<file path="src/sv/ipv6fmt_pkg.sv">
// ============================================================================
// ipv6fmt_pkg - shared types, constants and helpers of the IPv6 text formatter
// Holds the descriptor passed from the classifier to the character sequencer,
// the queue status group, the ASCII codes and the digit conversion functions.
// ============================================================================
package ipv6fmt_pkg;

    // Default depth of the descriptor queue between front and back.
    localparam int QUEUE_DEPTH = 2;

    localparam logic [6:0]  CH_COLON   = 7'h3a;
    localparam logic [6:0]  CH_DOT     = 7'h2e;
    localparam logic [6:0]  CH_ZERO    = 7'h30;
    localparam logic [6:0]  CH_LOWER_A = 7'h61;
    localparam logic [6:0]  CH_LOWER_F = 7'h66;
    localparam logic [15:0] MAPPED_TAG = 16'hffff;

    // Address viewed as eight groups; element 7 is group 0 (bits 127..112).
    typedef logic [7:0][15:0] t_groups;

    // One classified address.
    typedef struct packed {
        logic [127:0]     addr;
        logic             run_ok;    // a zero run of two or more groups exists
        logic [2:0]       run_base;  // first group of that run
        logic [3:0]       run_end;   // group just past the run (may be 8)
        logic             dotted;    // low 32 bits go out in dotted decimal
        logic             mapped;    // zero run of five groups; marks the ffff prefix when dotted
        logic [3:0][11:0] bcd;       // three BCD digits of each low byte
    } t_desc;

    typedef struct packed {
        logic full;
        logic empty;
    } t_q_stat;

    function automatic logic [6:0] hex_char(input logic [3:0] n);
        logic [6:0] c;
        if (n < 4'd10) begin
            c = CH_ZERO + {3'b000, n};
        end else begin
            c = CH_LOWER_A + {3'b000, n} - 7'd10;
        end
        return c;
    endfunction

    // Index of the first nibble to print, leading zeros suppressed.
    function automatic logic [1:0] hex_start(input logic [15:0] g);
        logic [1:0] s;
        if (g[15:12] != 4'd0) begin
            s = 2'd3;
        end else if (g[11:8] != 4'd0) begin
            s = 2'd2;
        end else if (g[7:4] != 4'd0) begin
            s = 2'd1;
        end else begin
            s = 2'd0;
        end
        return s;
    endfunction

    // Byte to three BCD digits {hundreds, tens, ones}; tens uses x*205>>11.
    function automatic logic [11:0] byte_bcd(input logic [7:0] v);
        logic [1:0]  h;
        logic [6:0]  r;
        logic [14:0] p;
        logic [3:0]  t;
        logic [3:0]  o;
        if (v >= 8'd200) begin
            h = 2'd2;
            r = 7'(v - 8'd200);
        end else if (v >= 8'd100) begin
            h = 2'd1;
            r = 7'(v - 8'd100);
        end else begin
            h = 2'd0;
            r = v[6:0];
        end
        p = 15'(r) * 15'd205;
        t = p[14:11];
        o = 4'(r - {3'b000, t} * 7'd10);
        return {2'b00, h, t, o};
    endfunction

    // Index of the first decimal digit to print.
    function automatic logic [1:0] dec_start(input logic [11:0] b);
        logic [1:0] s;
        if (b[11:8] != 4'd0) begin
            s = 2'd2;
        end else if (b[7:4] != 4'd0) begin
            s = 2'd1;
        end else begin
            s = 2'd0;
        end
        return s;
    endfunction

endpackage

</file>
<file path="src/sv/ipv6fmt_ifs.sv">
// ============================================================================
// ipv6fmt interfaces - request channels of the IPv6 text formatter
// Address input channel, text output channel and register write channel.
// ============================================================================
interface ipv6fmt_addr_if;
    logic        valid;
    logic        ready;
    logic [63:0] addr_upper;
    logic [63:0] addr_lower;
    modport source (output valid, addr_upper, addr_lower, input ready);
    modport sink   (input valid, addr_upper, addr_lower, output ready);
endinterface

interface ipv6fmt_text_if;
    logic       valid;
    logic       ready;
    logic [6:0] char_code;
    logic       last_char;
    modport source (output valid, char_code, last_char, input ready);
    modport sink   (input valid, char_code, last_char, output ready);
endinterface

interface ipv6fmt_cfg_if;
    logic valid;
    logic ready;
    logic data;
    modport source (output valid, data, input ready);
    modport sink   (input valid, data, output ready);
endinterface

</file>
<file path="src/sv/ipv6fmt_front.sv">
// ============================================================================
// ipv6fmt_front - address intake and classification
// Finds the first longest zero run, picks hex or dotted form and converts the
// low bytes to BCD, producing one descriptor per accepted request.
// ============================================================================
module ipv6fmt_front (
    input  logic                 i_clk,
    input  logic                 i_rst_n,
    ipv6fmt_addr_if.sink         i_addr,
    ipv6fmt_cfg_if.sink          i_cfg,
    input  ipv6fmt_pkg::t_q_stat i_q_stat,
    output logic                 o_push,
    output ipv6fmt_pkg::t_desc   o_desc
);

    logic                 r_embed;
    ipv6fmt_pkg::t_groups gv;
    logic [7:0]           zero;
    logic [3:0]           cur_len;
    logic [2:0]           cur_base;
    logic [3:0]           best_len;
    logic [2:0]           best_base;
    logic                 run_ok;

    assign i_cfg.ready  = 1'b1;
    assign i_addr.ready = !i_q_stat.full;
    assign o_push       = i_addr.valid && i_addr.ready;

    always_ff @(posedge i_clk) begin
        if (!i_rst_n) begin
            r_embed <= 1'b1;
        end else if (i_cfg.valid && i_cfg.ready) begin
            r_embed <= i_cfg.data;
        end
    end

    assign gv = {i_addr.addr_upper, i_addr.addr_lower};

    // Zero run scan in group order; a strictly longer run replaces the best.
    always_comb begin
        cur_len   = 4'd0;
        cur_base  = 3'd0;
        best_len  = 4'd0;
        best_base = 3'd0;
        for (int i = 0; i < 8; i++) begin
            zero[i] = (gv[3'(7 - i)] == 16'd0);
            if (zero[i]) begin
                if (cur_len == 4'd0) begin
                    cur_base = 3'(i);
                end
                cur_len = cur_len + 4'd1;
            end else begin
                if (cur_len > best_len) begin
                    best_len  = cur_len;
                    best_base = cur_base;
                end
                cur_len = 4'd0;
            end
        end
        if (cur_len > best_len) begin
            best_len  = cur_len;
            best_base = cur_base;
        end
    end

    assign run_ok = (best_len >= 4'd2);

    always_comb begin
        o_desc.addr     = gv;
        o_desc.run_ok   = run_ok;
        o_desc.run_base = best_base;
        o_desc.run_end  = {1'b0, best_base} + best_len;
        o_desc.mapped   = (best_len == 4'd5);
        o_desc.dotted   = run_ok && (best_base == 3'd0)
                          && (((best_len == 4'd6) && r_embed)
                              || ((best_len == 4'd5) && (gv[2] == ipv6fmt_pkg::MAPPED_TAG)));
        for (int j = 0; j < 4; j++) begin
            o_desc.bcd[j] = ipv6fmt_pkg::byte_bcd(i_addr.addr_lower[31 - 8 * j -: 8]);
        end
    end

endmodule

</file>
<file path="src/sv/ipv6fmt_fifo.sv">
// ============================================================================
// ipv6fmt_fifo - descriptor queue
// Short register queue that decouples the classifier from the sequencer.
// ============================================================================
module ipv6fmt_fifo #(
    parameter int DEPTH = ipv6fmt_pkg::QUEUE_DEPTH
) (
    input  logic                 i_clk,
    input  logic                 i_rst_n,
    input  logic                 i_push,
    input  ipv6fmt_pkg::t_desc   i_desc,
    input  logic                 i_pop,
    output ipv6fmt_pkg::t_desc   o_desc,
    output ipv6fmt_pkg::t_q_stat o_stat
);

    localparam int PTR_W = (DEPTH > 1) ? $clog2(DEPTH) : 1;
    localparam int CNT_W = $clog2(DEPTH + 1);

    ipv6fmt_pkg::t_desc r_mem [DEPTH];
    logic [PTR_W-1:0]   r_wr;
    logic [PTR_W-1:0]   r_rd;
    logic [CNT_W-1:0]   r_cnt;
    logic [PTR_W-1:0]   n_wr;
    logic [PTR_W-1:0]   n_rd;

    assign n_wr = (r_wr == PTR_W'(DEPTH - 1)) ? '0 : r_wr + 1'b1;
    assign n_rd = (r_rd == PTR_W'(DEPTH - 1)) ? '0 : r_rd + 1'b1;

    assign o_desc       = r_mem[r_rd];
    assign o_stat.full  = (r_cnt == CNT_W'(DEPTH));
    assign o_stat.empty = (r_cnt == '0);

    always_ff @(posedge i_clk) begin
        if (i_push) begin
            r_mem[r_wr] <= i_desc;
        end
    end

    always_ff @(posedge i_clk) begin
        if (!i_rst_n) begin
            r_wr  <= '0;
            r_rd  <= '0;
            r_cnt <= '0;
        end else begin
            if (i_push) begin
                r_wr <= n_wr;
            end
            if (i_pop) begin
                r_rd <= n_rd;
            end
            if (i_push && !i_pop) begin
                r_cnt <= r_cnt + 1'b1;
            end else if (i_pop && !i_push) begin
                r_cnt <= r_cnt - 1'b1;
            end
        end
    end

endmodule

</file>
<file path="src/sv/ipv6fmt_back.sv">
// ============================================================================
// ipv6fmt_back - character sequencer
// Walks one descriptor and produces one text character per cycle into an
// output register while the sink takes them, in hex group form or in dotted decimal form.
// ============================================================================
module ipv6fmt_back (
    input  logic                 i_clk,
    input  logic                 i_rst_n,
    input  ipv6fmt_pkg::t_desc   i_desc,
    input  ipv6fmt_pkg::t_q_stat i_q_stat,
    output logic                 o_pop,
    ipv6fmt_text_if.source       o_text
);

    typedef enum logic [6:0] {
        S_IDLE = 7'b0000001,
        S_GRP  = 7'b0000010,
        S_RUN  = 7'b0000100,
        S_DIG  = 7'b0001000,
        S_PFX  = 7'b0010000,
        S_DEC  = 7'b0100000,
        S_DOT  = 7'b1000000
    } t_state;

    t_state               r_state, n_state;
    ipv6fmt_pkg::t_desc   r_cur;
    logic [3:0]           r_gi, n_gi;   // group index, or byte index in dotted form
    logic [1:0]           r_di, n_di;   // digit position inside the group or byte
    logic [2:0]           r_ci, n_ci;   // prefix character index
    logic                 r_out_valid;
    logic [6:0]           r_char;
    logic                 r_last;

    logic                 adv;
    logic                 emit;
    logic [6:0]           e_char;
    logic                 e_last;
    logic                 dig_step;
    logic [1:0]           d_sel;
    ipv6fmt_pkg::t_groups gv;
    logic [15:0]          grp;
    logic [11:0]          bcd_cur;

    assign adv   = !r_out_valid || o_text.ready;
    assign o_pop = (r_state == S_IDLE) && !i_q_stat.empty;

    assign gv      = r_cur.addr;
    assign grp     = gv[~r_gi[2:0]];
    assign bcd_cur = r_cur.bcd[r_gi[1:0]];
    assign d_sel   = (r_state == S_DIG) ? r_di : ipv6fmt_pkg::hex_start(grp);

    always_comb begin
        n_state  = r_state;
        n_gi     = r_gi;
        n_di     = r_di;
        n_ci     = r_ci;
        emit     = 1'b0;
        e_char   = ipv6fmt_pkg::CH_COLON;
        e_last   = 1'b0;
        dig_step = 1'b0;
        case (r_state)
            S_IDLE: begin
                if (!i_q_stat.empty) begin
                    n_gi    = 4'd0;
                    n_ci    = 3'd0;
                    n_state = i_desc.dotted ? S_PFX : S_GRP;
                end
            end
            S_GRP: begin
                if (adv) begin
                    emit = 1'b1;
                    if (r_cur.run_ok && (r_gi[2:0] == r_cur.run_base)) begin
                        n_gi    = r_cur.run_end;
                        n_state = S_RUN;
                    end else if (r_gi != 4'd0) begin
                        n_di    = ipv6fmt_pkg::hex_start(grp);
                        n_state = S_DIG;
                    end else begin
                        dig_step = 1'b1;
                    end
                end
            end
            S_RUN: begin
                if (adv) begin
                    emit = 1'b1;
                    if (r_gi[3]) begin
                        // The run reaches the end of the address.
                        e_last  = 1'b1;
                        n_state = S_IDLE;
                    end else begin
                        n_di    = ipv6fmt_pkg::hex_start(grp);
                        n_state = S_DIG;
                    end
                end
            end
            S_DIG: begin
                if (adv) begin
                    emit     = 1'b1;
                    dig_step = 1'b1;
                end
            end
            S_PFX: begin
                if (adv) begin
                    emit   = 1'b1;
                    e_char = (r_ci inside {[3'd2:3'd5]}) ? ipv6fmt_pkg::CH_LOWER_F
                                                        : ipv6fmt_pkg::CH_COLON;
                    if ((!r_cur.mapped && (r_ci == 3'd1)) || (r_ci == 3'd6)) begin
                        n_gi    = 4'd0;
                        n_di    = ipv6fmt_pkg::dec_start(r_cur.bcd[0]);
                        n_state = S_DEC;
                    end else begin
                        n_ci = r_ci + 3'd1;
                    end
                end
            end
            S_DEC: begin
                if (adv) begin
                    emit   = 1'b1;
                    e_char = ipv6fmt_pkg::CH_ZERO + {3'b000, bcd_cur[4 * r_di +: 4]};
                    if (r_di != 2'd0) begin
                        n_di = r_di - 2'd1;
                    end else if (r_gi[1:0] == 2'd3) begin
                        e_last  = 1'b1;
                        n_state = S_IDLE;
                    end else begin
                        n_state = S_DOT;
                    end
                end
            end
            S_DOT: begin
                if (adv) begin
                    emit    = 1'b1;
                    e_char  = ipv6fmt_pkg::CH_DOT;
                    n_gi    = r_gi + 4'd1;
                    n_di    = ipv6fmt_pkg::dec_start(r_cur.bcd[r_gi[1:0] + 2'd1]);
                    n_state = S_DEC;
                end
            end
            default: begin
                n_state = S_IDLE;
            end
        endcase

        if (dig_step) begin
            e_char = ipv6fmt_pkg::hex_char(grp[4 * d_sel +: 4]);
            if (d_sel != 2'd0) begin
                n_di    = d_sel - 2'd1;
                n_state = S_DIG;
            end else if (r_gi == 4'd7) begin
                e_last  = 1'b1;
                n_state = S_IDLE;
            end else begin
                n_gi    = r_gi + 4'd1;
                n_state = S_GRP;
            end
        end
    end

    always_ff @(posedge i_clk) begin
        if (!i_rst_n) begin
            r_state     <= S_IDLE;
            r_gi        <= 4'd0;
            r_di        <= 2'd0;
            r_ci        <= 3'd0;
            r_out_valid <= 1'b0;
        end else begin
            r_state <= n_state;
            r_gi    <= n_gi;
            r_di    <= n_di;
            r_ci    <= n_ci;
            if (adv) begin
                r_out_valid <= emit;
            end
        end
    end

    always_ff @(posedge i_clk) begin
        if (o_pop) begin
            r_cur <= i_desc;
        end
        if (adv && emit) begin
            r_char <= e_char;
            r_last <= e_last;
        end
    end

    assign o_text.valid     = r_out_valid;
    assign o_text.char_code = r_char;
    assign o_text.last_char = r_last;

endmodule

</file>
<file path="src/sv/ipv6_address_text_formatter.sv">
// ============================================================================
// ipv6_address_text_formatter - IPv6 address to printable text, one character
// per request on the output channel, with the final character marked.
// First character path: queue, sequencer load in the idle state, output register.
// Throughput: an address of 2 to 39 characters holds the sequencer for a load in
// the idle state, then one character per cycle while the sink takes each one.
// Reset: synchronous, active low; queue empty, sequencer idle, embed bit 1.
// ============================================================================
module ipv6_address_text_formatter #(
    parameter int QUEUE_DEPTH = ipv6fmt_pkg::QUEUE_DEPTH
) (
    input  logic           i_clk,
    input  logic           i_rst_n,
    ipv6fmt_cfg_if.sink    i_cfg,
    ipv6fmt_addr_if.sink   i_addr,
    ipv6fmt_text_if.source o_text
);

    // The front classifies each address in the cycle it is accepted: it finds
    // the first longest zero run, decides between hex groups and dotted
    // decimal, and precomputes the BCD digits of the low four bytes. The
    // resulting descriptor goes into a short queue, so a new address can be
    // taken while the previous one is still being printed.
    ipv6fmt_pkg::t_desc   push_desc;
    ipv6fmt_pkg::t_desc   head_desc;
    ipv6fmt_pkg::t_q_stat q_stat;
    logic                 push;
    logic                 pop;

    ipv6fmt_front u_front (
        .i_clk    (i_clk),
        .i_rst_n  (i_rst_n),
        .i_addr   (i_addr),
        .i_cfg    (i_cfg),
        .i_q_stat (q_stat),
        .o_push   (push),
        .o_desc   (push_desc)
    );

    ipv6fmt_fifo #(
        .DEPTH (QUEUE_DEPTH)
    ) u_fifo (
        .i_clk   (i_clk),
        .i_rst_n (i_rst_n),
        .i_push  (push),
        .i_desc  (push_desc),
        .i_pop   (pop),
        .o_desc  (head_desc),
        .o_stat  (q_stat)
    );

    // The back loads one descriptor when idle, then walks it character by
    // character. The output register lets it continue as long as the sink
    // takes each character; a stalled sink simply freezes the sequencer.
    ipv6fmt_back u_back (
        .i_clk    (i_clk),
        .i_rst_n  (i_rst_n),
        .i_desc   (head_desc),
        .i_q_stat (q_stat),
        .o_pop    (pop),
        .o_text   (o_text)
    );

    // An accepted address is visible in the queue on the next cycle.
    a_push_lands: assert property (@(posedge i_clk) disable iff (!i_rst_n)
        push |=> !q_stat.empty)
        else $error("accepted address did not land in the queue");

    // The queue can never look both full and empty.
    a_q_consistent: assert property (@(posedge i_clk) disable iff (!i_rst_n)
        !(q_stat.full && q_stat.empty))
        else $error("queue reports full and empty together");

    // A character that is not taken stays on the channel unchanged.
    a_hold_stalled: assert property (@(posedge i_clk) disable iff (!i_rst_n)
        (o_text.valid && !o_text.ready) |=> (o_text.valid
            && $stable(o_text.char_code) && $stable(o_text.last_char)))
        else $error("stalled character changed or dropped");

endmodule
</file>
<file path="src/flat_wrapper.sv">
// flat-port wrapper written by rule: the top's interface ports become plain ports
module ipv6_address_text_formatter_flat 
#(
    parameter int QUEUE_DEPTH = ipv6fmt_pkg::QUEUE_DEPTH
)
  (i_clk, i_rst_n, i_cfg_valid, i_cfg_data, i_cfg_ready, i_addr_valid, i_addr_addr_upper, i_addr_addr_lower, i_addr_ready, o_text_valid, o_text_char_code, o_text_last_char, o_text_ready);
  ipv6fmt_cfg_if i_cfg_i ();
  ipv6fmt_addr_if i_addr_i ();
  ipv6fmt_text_if o_text_i ();
  input  logic i_clk;
  input  logic i_rst_n;
  input wire logic [$bits(i_cfg_i.valid)-1:0] i_cfg_valid;
  input wire logic [$bits(i_cfg_i.data)-1:0] i_cfg_data;
  output wire logic [$bits(i_cfg_i.ready)-1:0] i_cfg_ready;
  input wire logic [$bits(i_addr_i.valid)-1:0] i_addr_valid;
  input wire logic [$bits(i_addr_i.addr_upper)-1:0] i_addr_addr_upper;
  input wire logic [$bits(i_addr_i.addr_lower)-1:0] i_addr_addr_lower;
  output wire logic [$bits(i_addr_i.ready)-1:0] i_addr_ready;
  output wire logic [$bits(o_text_i.valid)-1:0] o_text_valid;
  output wire logic [$bits(o_text_i.char_code)-1:0] o_text_char_code;
  output wire logic [$bits(o_text_i.last_char)-1:0] o_text_last_char;
  input wire logic [$bits(o_text_i.ready)-1:0] o_text_ready;
  assign i_cfg_i.valid = i_cfg_valid;
  assign i_cfg_i.data = i_cfg_data;
  assign i_cfg_ready = i_cfg_i.ready;
  assign i_addr_i.valid = i_addr_valid;
  assign i_addr_i.addr_upper = i_addr_addr_upper;
  assign i_addr_i.addr_lower = i_addr_addr_lower;
  assign i_addr_ready = i_addr_i.ready;
  assign o_text_valid = o_text_i.valid;
  assign o_text_char_code = o_text_i.char_code;
  assign o_text_last_char = o_text_i.last_char;
  assign o_text_i.ready = o_text_ready;
  ipv6_address_text_formatter #(.QUEUE_DEPTH(QUEUE_DEPTH)) u_core (.i_clk(i_clk), .i_rst_n(i_rst_n), .i_cfg(i_cfg_i), .i_addr(i_addr_i), .o_text(o_text_i));
endmodule
</file>
<file path="config.mk">
export PLATFORM = sky130hd
export DESIGN_NAME = ipv6_address_text_formatter_flat
export DESIGN_NICKNAME = d
export VERILOG_FILES = /design/src/sv/ipv6fmt_pkg.sv /design/src/sv/ipv6fmt_ifs.sv /design/src/sv/ipv6fmt_front.sv /design/src/sv/ipv6fmt_fifo.sv /design/src/sv/ipv6fmt_back.sv /design/src/sv/ipv6_address_text_formatter.sv /design/src/flat_wrapper.sv
export SDC_FILE = /design/constraint.sdc
export NUM_CORES = 1
export LEC_CHECK = 0
export ABC_AREA = 1
export BUFFER_PORTS_ARGS = -buffer_cell sky130_fd_sc_hd__buf_2
export CORE_MARGIN = 8
export CORE_UTILIZATION = 60
export DETAILED_ROUTE_END_ITERATION = 7
export PLACE_DENSITY = 0.77
export SYNTH_ARGS = -nofsm -noshare
export SYNTH_HDL_FRONTEND = slang
export SYNTH_HIERARCHICAL = 1
export SYNTH_SLANG_ARGS = --single-unit
</file>
<file path="constraint.sdc">
create_clock -name i_clk -period 30.1 [get_ports i_clk]
set_input_delay 9.03 -clock i_clk [delete_from_list [all_inputs] [get_ports i_clk]]
set_output_delay 9.03 -clock i_clk [all_outputs]
set_load 0.005 [all_outputs]
</file>
==> results of run 1 <==
-- power by group --
group          internal (W)  switching, W
clock network      0.000412      0.000298
registers           0.00122     0.0000914
logic              0.000417      0.000622
total               0.00205       0.00101
-- layout by cell type (no fill, tap or decap), types with 26 or more instances in the layout --
cell       count
edfxtp_1     565
nand2_1      371
inv_1        279
ha_1         164
buf_2        141
mux2_4       140
nor2_1       119
nand3_1      116
a21oi_1       90
o21ai_0       83
clkbuf_16     56
mux2_2        46
fa_1          36
nand2_2       26
-- critical path: cells and delay by family --
family | cells | cell delay, ns
fa+ha+maj | 8 | 2.67
simple gates | 14 | 1.43
buf+inv | 8 | 0.76
xor+xnor | 2 | 0.56
compound gates | 1 | 0.14
-- logic make-up (layout without fill, tap and decap cells) --
| family | after synthesis | after routing | synth area share, % |
|---|---|---|---|
| AO/OA/AOI/OAI | 263 | 263 | 5.08 |
| other | 3 | 22 | 0.0371 |
| AND/OR/NAND/NOR | 701 | 701 | 10.2 |
| adder cells (fa/ha/maj) | 200 | 200 | 9.14 |
| multiplexers | 186 | 186 | 8.64 |
| buffers and inverters | 498 | 551 | 8.70 |
| flip-flops | 587 | 587 | 57.4 |
| XOR/XNOR | 26 | 26 | 0.775 |
-- routing by layer --
metal / global-route usage (%) / up-vias / wire length [um]
met4: 6.82 / 4 / 1670
met3: 3.11 / 105 / 3990
li1: - / 8436 / -
met2: 37.8 / 653 / 31300
met1: 28.4 / 8766 / 26100
met5: 0 / - / 34
-- path summary, 6_finish.rpt --
kind                                                  startpoint                                           to  slack, ns  cells past startpoint
worst max register to register  u_core/u_back/r_gi[0]$_SDFF_PN0_  u_core/u_back/o_text.char_code[2]$_DFFE_PP_      25.86                     20
worst min-delay path             u_core/u_fifo/r_rd$_SDFFE_PN0P_              u_core/u_fifo/r_rd$_SDFFE_PN0P_       0.50                      2
worst max-delay path                       i_addr_addr_lower[19]         u_core/u_fifo/r_mem[1][15]$_DFFE_PP_      15.88                     33
worst min register to register   u_core/u_fifo/r_rd$_SDFFE_PN0P_              u_core/u_fifo/r_rd$_SDFFE_PN0P_       0.50                      2
-- cell type report --
class	instances	share of cell area [%]
Clock buffer	65	4.43
Inverter	290	3.37
Sequential cell	587	53.7
Timing Repair Buffer	156	2.52
Multi-Input combinational cell	1396	32.0
Tap cell	672	2.59
Clock inverter	40	1.37
Antenna cell	2	0.0154
-- through the flow --
stage	power [W]	worst slack [ns]	hold slack (ns)	cell area [um^2]	cells
2_1_floorplan	0.00215	12.34	0.466	30400	2481
3_3_place_gp	0.00231	15.39	0.473	30500	3101
3_5_place_dp	0.00236	15.29	0.496	30500	3101
4_1_cts	0.00307	15.93	0.510	32400	3206
5_1_grt	0.00325	15.43	0.531	32400	3206
6_report	0.00306	15.88	0.503	32400	3208
-- sequential cells by signal, indices dropped and copies added (netlist names), 2 cells and up, named ones only --
register	flops
u_core/u_back/gv	128
u_core/u_back/o_text.char_code	7
u_core/u_back/r_ci	3
u_core/u_back/r_cur	57
u_core/u_back/r_di	2
u_core/u_back/r_gi	4
u_core/u_back/r_state	7
u_core/u_fifo/r_cnt	2
u_core/u_fifo/r_mem	372
==> reports/metrics.cfg, run 1 <==
[run_status]
outcome = finished with violations
violations = design-rule violations

[sta]
setup-tns-final_ns = 0
slew_headroom_pct = 25.9
worstMarginPinSlew_ns = 1.11
slew_viol_final = 0
maxClockFrequency_ghz = 0.0703
post-route-min-period_ns = 14.22
hold_violations = 0
skew_ns = 0.0448
finalSetupViolCount = 0
grt_setup_unrepaired = false
finalCritPeriodShare_pct = 47.2

[global_routing]
grt_overflow = 0
grt_pass1_vias = 18297
grt_pass1_wl_mm = 99.2
grtUsageTotal_pct = 21.8
antenna_found_initial = 2
grt_max_degree = 75

[cells_and_area]
drive_above_1_share_pct = 19.8
ff_latch_area_mm2 = 0.0174
fillers = 3613
layout.nets = 2821
post-route-util_pct = 64.8
area_growth_pct = 6.88
multi_input_area_mm2 = 0.0104

[yosys]
ys_types = 66
synth_most_common_cell = edfxtp_1
synth_top_cells_by_count = edfxtp_1 (565), nand2_1 (371), inv_1 (280)
synth_seq_area_share_pct = 57.4
synth_ff_type = edfxtp_1
syn_inst = 2464
synth_area_per_cell_um2 = 12.3
yosys_warnings = 6
synth_edf_count = 565
async_flop_share_pct = 0
synthTopCellsByArea = edfxtp_1 (56%), mux2_4 (6.9%), ha_1 (6.8%)
ys_ff_latch = 587
yosysTopAreaCell = edfxtp_1
syn_area_mm2 = 0.0303
synth_top_area_share_pct = 55.9

[floorplanning]
start_util_pct = 60.6
design.core.area_mm2 = 0.0501
dieWidth_um = 241
rows = 82
top_level_ports = 145
dieArea_mm2 = 0.0580
chipHeight_um = 241

[power]
leakagePower_nw = 13.4
vdd_drop_max_uv = 54.6
powerDensity_mw_per_mm2 = 94.3

[drt]
num_vias = 17964
drcViolationCount = 1
vias_per_cell = 5.60
wl_per_cell_um = 19.7
ant_nets = 0
dr.first_iter.drc_count = 1464
drt-pass1-iter-count = 8
routed_wl_mm = 63.2

[setup_path]
cp-end-kind = flop
arrival_ns = 14.57
crit_type = in2reg
start_kind = input port
slowest_delay_ns = 0.50
crit_fanout = 6
critical_path.most_common_cell = nand2_1
crit_slowest_cell = fa_1
required_ns = 30.46

[clocking]
postCtsSetupBuffers = 0
clkSinkCount = 587
post_cts_resized = 0
clk_path_buf_depth = 3
clk_latency_ns = 0.62
cts_tree = built
cts_root_buf = clkbuf_16
cts_made_buffers = 56
cts_hold_buf = 0
cts_max_level = 2
cts.reportedPaths.clkPinSlew_ns = 0.06

[placed_design]
routabilityCongestion = 0.943
hpwl_mm = 43.4
port_buffers = 141

[job]
cap_viol_max_count = 0

[worst_hold_path]
hold_class = reg2reg

(Power assumes the default switching activity.)
==> inputs of run 2 (changes only) <==
- clock period: 30.1 -> 14.3 ns (I/O delays scaled with it)
==> run 2 against run 1 <==
  * Cell area is essentially flat
  * Critical endpoint unchanged
  * Sequential share of layout area about the same
  * Clock power is 110% higher
  * First-iteration DRC count increased by 6.2%
  * The run now ends clean
==> reports/metrics.cfg, run 2 (same netlist as run 1, synthesis figures left out) <==
[clocking]
clk_latency_ns = 0.61  ; about the same
cts_max_level = 2  ; unchanged
clkSinkCount = 587  ; unchanged
cts_root_buf = clkbuf_16
cts_made_buffers = 57  ; +1.8%
clk_path_buf_depth = 3  ; unchanged
cts_tree = built
post_cts_resized = 0  ; unchanged
cts.reportedPaths.clkPinSlew_ns = 0.06  ; about the same
postCtsSetupBuffers = 0  ; unchanged
cts_hold_buf = 0  ; unchanged

[setup_path]
critical_path.most_common_cell = nand2_1
crit_slowest_cell = fa_1
crit_type = in2reg
timing.rr.start = u_core/u_back/r_gi[0]$_SDFF_PN0_
r2r_setup_slack_ns = 10.15  ; -15.71 ns
crit_fanout = 6  ; unchanged
arrival_ns = 9.87  ; -4.70 ns
start_kind = input port
slowest_delay_ns = 0.49  ; about the same
required_ns = 14.66  ; -15.80 ns
cp-startpoint = i_addr_addr_lower[19]
cp-end-kind = flop

[sta]
skew_ns = 0.0362  ; -0.00866 ns
post-route-min-period_ns = 9.51
slew_viol_final = 0  ; unchanged
hold_violations = 0  ; unchanged
slew_headroom_pct = 23.1  ; -2.8 points
finalCritPeriodShare_pct = 66.5
grt_setup_unrepaired = false
setup-tns-final_ns = 0  ; unchanged
maxClockFrequency_ghz = 0.105
finalSetupViolCount = 0  ; unchanged
worstMarginPinSlew_ns = 1.15  ; +0.0415 ns

[cells_and_area]
mostFrequentLayoutCell = edfxtp_1
largest_register_ffs = 372  ; unchanged
area_growth_pct = 6.82  ; about the same
layout.nets = 2822  ; +0.035%
fillers = 3610  ; -0.083%
post-route-util_pct = 64.7  ; about the same
drive_above_1_share_pct = 20.2  ; +0.42 points
top_register = u_core/u_fifo/r_mem
stdcell_area_mm2 = 0.0324  ; about the same
fin_cells = 3205  ; -0.094%
final_cell_mix = edfxtp_1 (565), nand2_1 (371), inv_1 (279), ha_1 (164), buf_2 (141)
multi_input_area_mm2 = 0.0104  ; unchanged
ff_latch_area_mm2 = 0.0174  ; unchanged

[power]
fin_total_pwr_w = 0.00643  ; +110%
leakagePower_nw = 13.4  ; about the same
powerDensity_mw_per_mm2 = 198  ; +110%
vdd_drop_max_uv = 118  ; +120%

[drt]
wl_per_cell_um = 19.5  ; -0.83%
drcViolationCount = 0  ; -1
dr.first_iter.drc_count = 1555  ; +6.2%
routed_wl_mm = 62.6  ; -0.93%
vias_per_cell = 5.59  ; -0.12%
num_vias = 17926  ; -0.21%
ant_nets = 0  ; unchanged
drt-pass1-iter-count = 6  ; -2

[floorplanning]
design.core.area_mm2 = 0.0501  ; unchanged
chipHeight_um = 241  ; unchanged
dieArea_mm2 = 0.0580  ; unchanged
rows = 82  ; unchanged
start_util_pct = 60.6  ; unchanged
dieWidth_um = 241  ; unchanged
top_level_ports = 145  ; unchanged

[run_status]
outcome = finished clean

[placed_design]
dpl_cell_area_mm2 = 0.0305  ; unchanged
hpwl_mm = 43.3  ; -0.15%
port_buffers = 141  ; unchanged
placed_cells_incl_taps = 3101  ; unchanged
routabilityCongestion = 0.916  ; -2.9%

[global_routing]
grt_overflow = 0  ; unchanged
grt_max_degree = 78  ; +4.0%
grt_pass1_wl_mm = 97.0  ; -2.1%
grtUsageTotal_pct = 21.4  ; -0.46 points
antenna_found_initial = 2  ; unchanged
grt_pass1_vias = 18060  ; -1.3%

[worst_hold_path]
hold_class = reg2reg
hp-start = u_core/u_fifo/r_rd$_SDFFE_PN0P_

[job]
cap_viol_max_count = 0  ; unchanged

==> run 2: cell types whose count changed in the layout (fill, tap and decap cells not counted), sizes merged <==
cell	change
inv	+1
bufinv	-1
clkinvlp	+1
clkinv	+1
clkbuf	-5
==> run 2: critical path, delay by kind of cell <==
family / cells / cell delay (ns)
fa+ha+maj: 8 / 2.71
simple gates: 14 / 1.41
buf+inv: 8 / 0.74
xor+xnor: 2 / 0.57
compound gates: 1 / 0.15
==> run 2: layout make-up <==
| cell class | count | area share [%] |
|---|---|---|
| clock inverters | 42 | 1.32 |
| flip-flops and latches | 587 | 53.7 |
| repair buffers | 156 | 2.53 |
| well taps | 672 | 2.59 |
| inverters | 290 | 3.37 |
| multi-input cells | 1396 | 32.0 |
| clock buffers | 60 | 4.44 |
| diodes | 2 | 0.0154 |
==> run 2: through the flow <==
| stage | hold slack [ns] | worst slack, ns |
|---|---|---|
| after floorplan | 0.466 | 1.28 |
| after global placement | 0.473 | 4.39 |
| after detailed placement | 0.490 | 4.25 |
| after CTS | 0.508 | 4.87 |
| after global routing | 0.544 | 4.33 |
| final | 0.508 | 4.79 |
==> run 2: metal layers <==
metal | global-route usage [%] | wire length, um
met3 | 2.99 | 3950
met2 | 37.2 | 31000
met5 | 0 | 13
met1 | 27.5 | 25900
met4 | 6.92 | 1630
==> run 2: power breakdown <==
| group | switching [W] | internal [W] | leakage (nW) |
|---|---|---|---|
| clock | 0.000629 | 0.000857 | 0.913 |
| combinational | 0.00132 | 0.000875 | 7.06 |
| sequential | 0.000184 | 0.00256 | 5.44 |
| total | 0.00214 | 0.00429 | 13.4 |
==> run 2: path summary, 6_finish.rpt <==
path	to	depth (start not counted)
worst min register to register	flop	2
worst min-delay path	flop	2
worst max register to register	u_core/u_back/o_text.char_code[2]$_DFFE_PP_	20
worst max-delay path	u_core/u_fifo/r_mem[1][15]$_DFFE_PP_	33
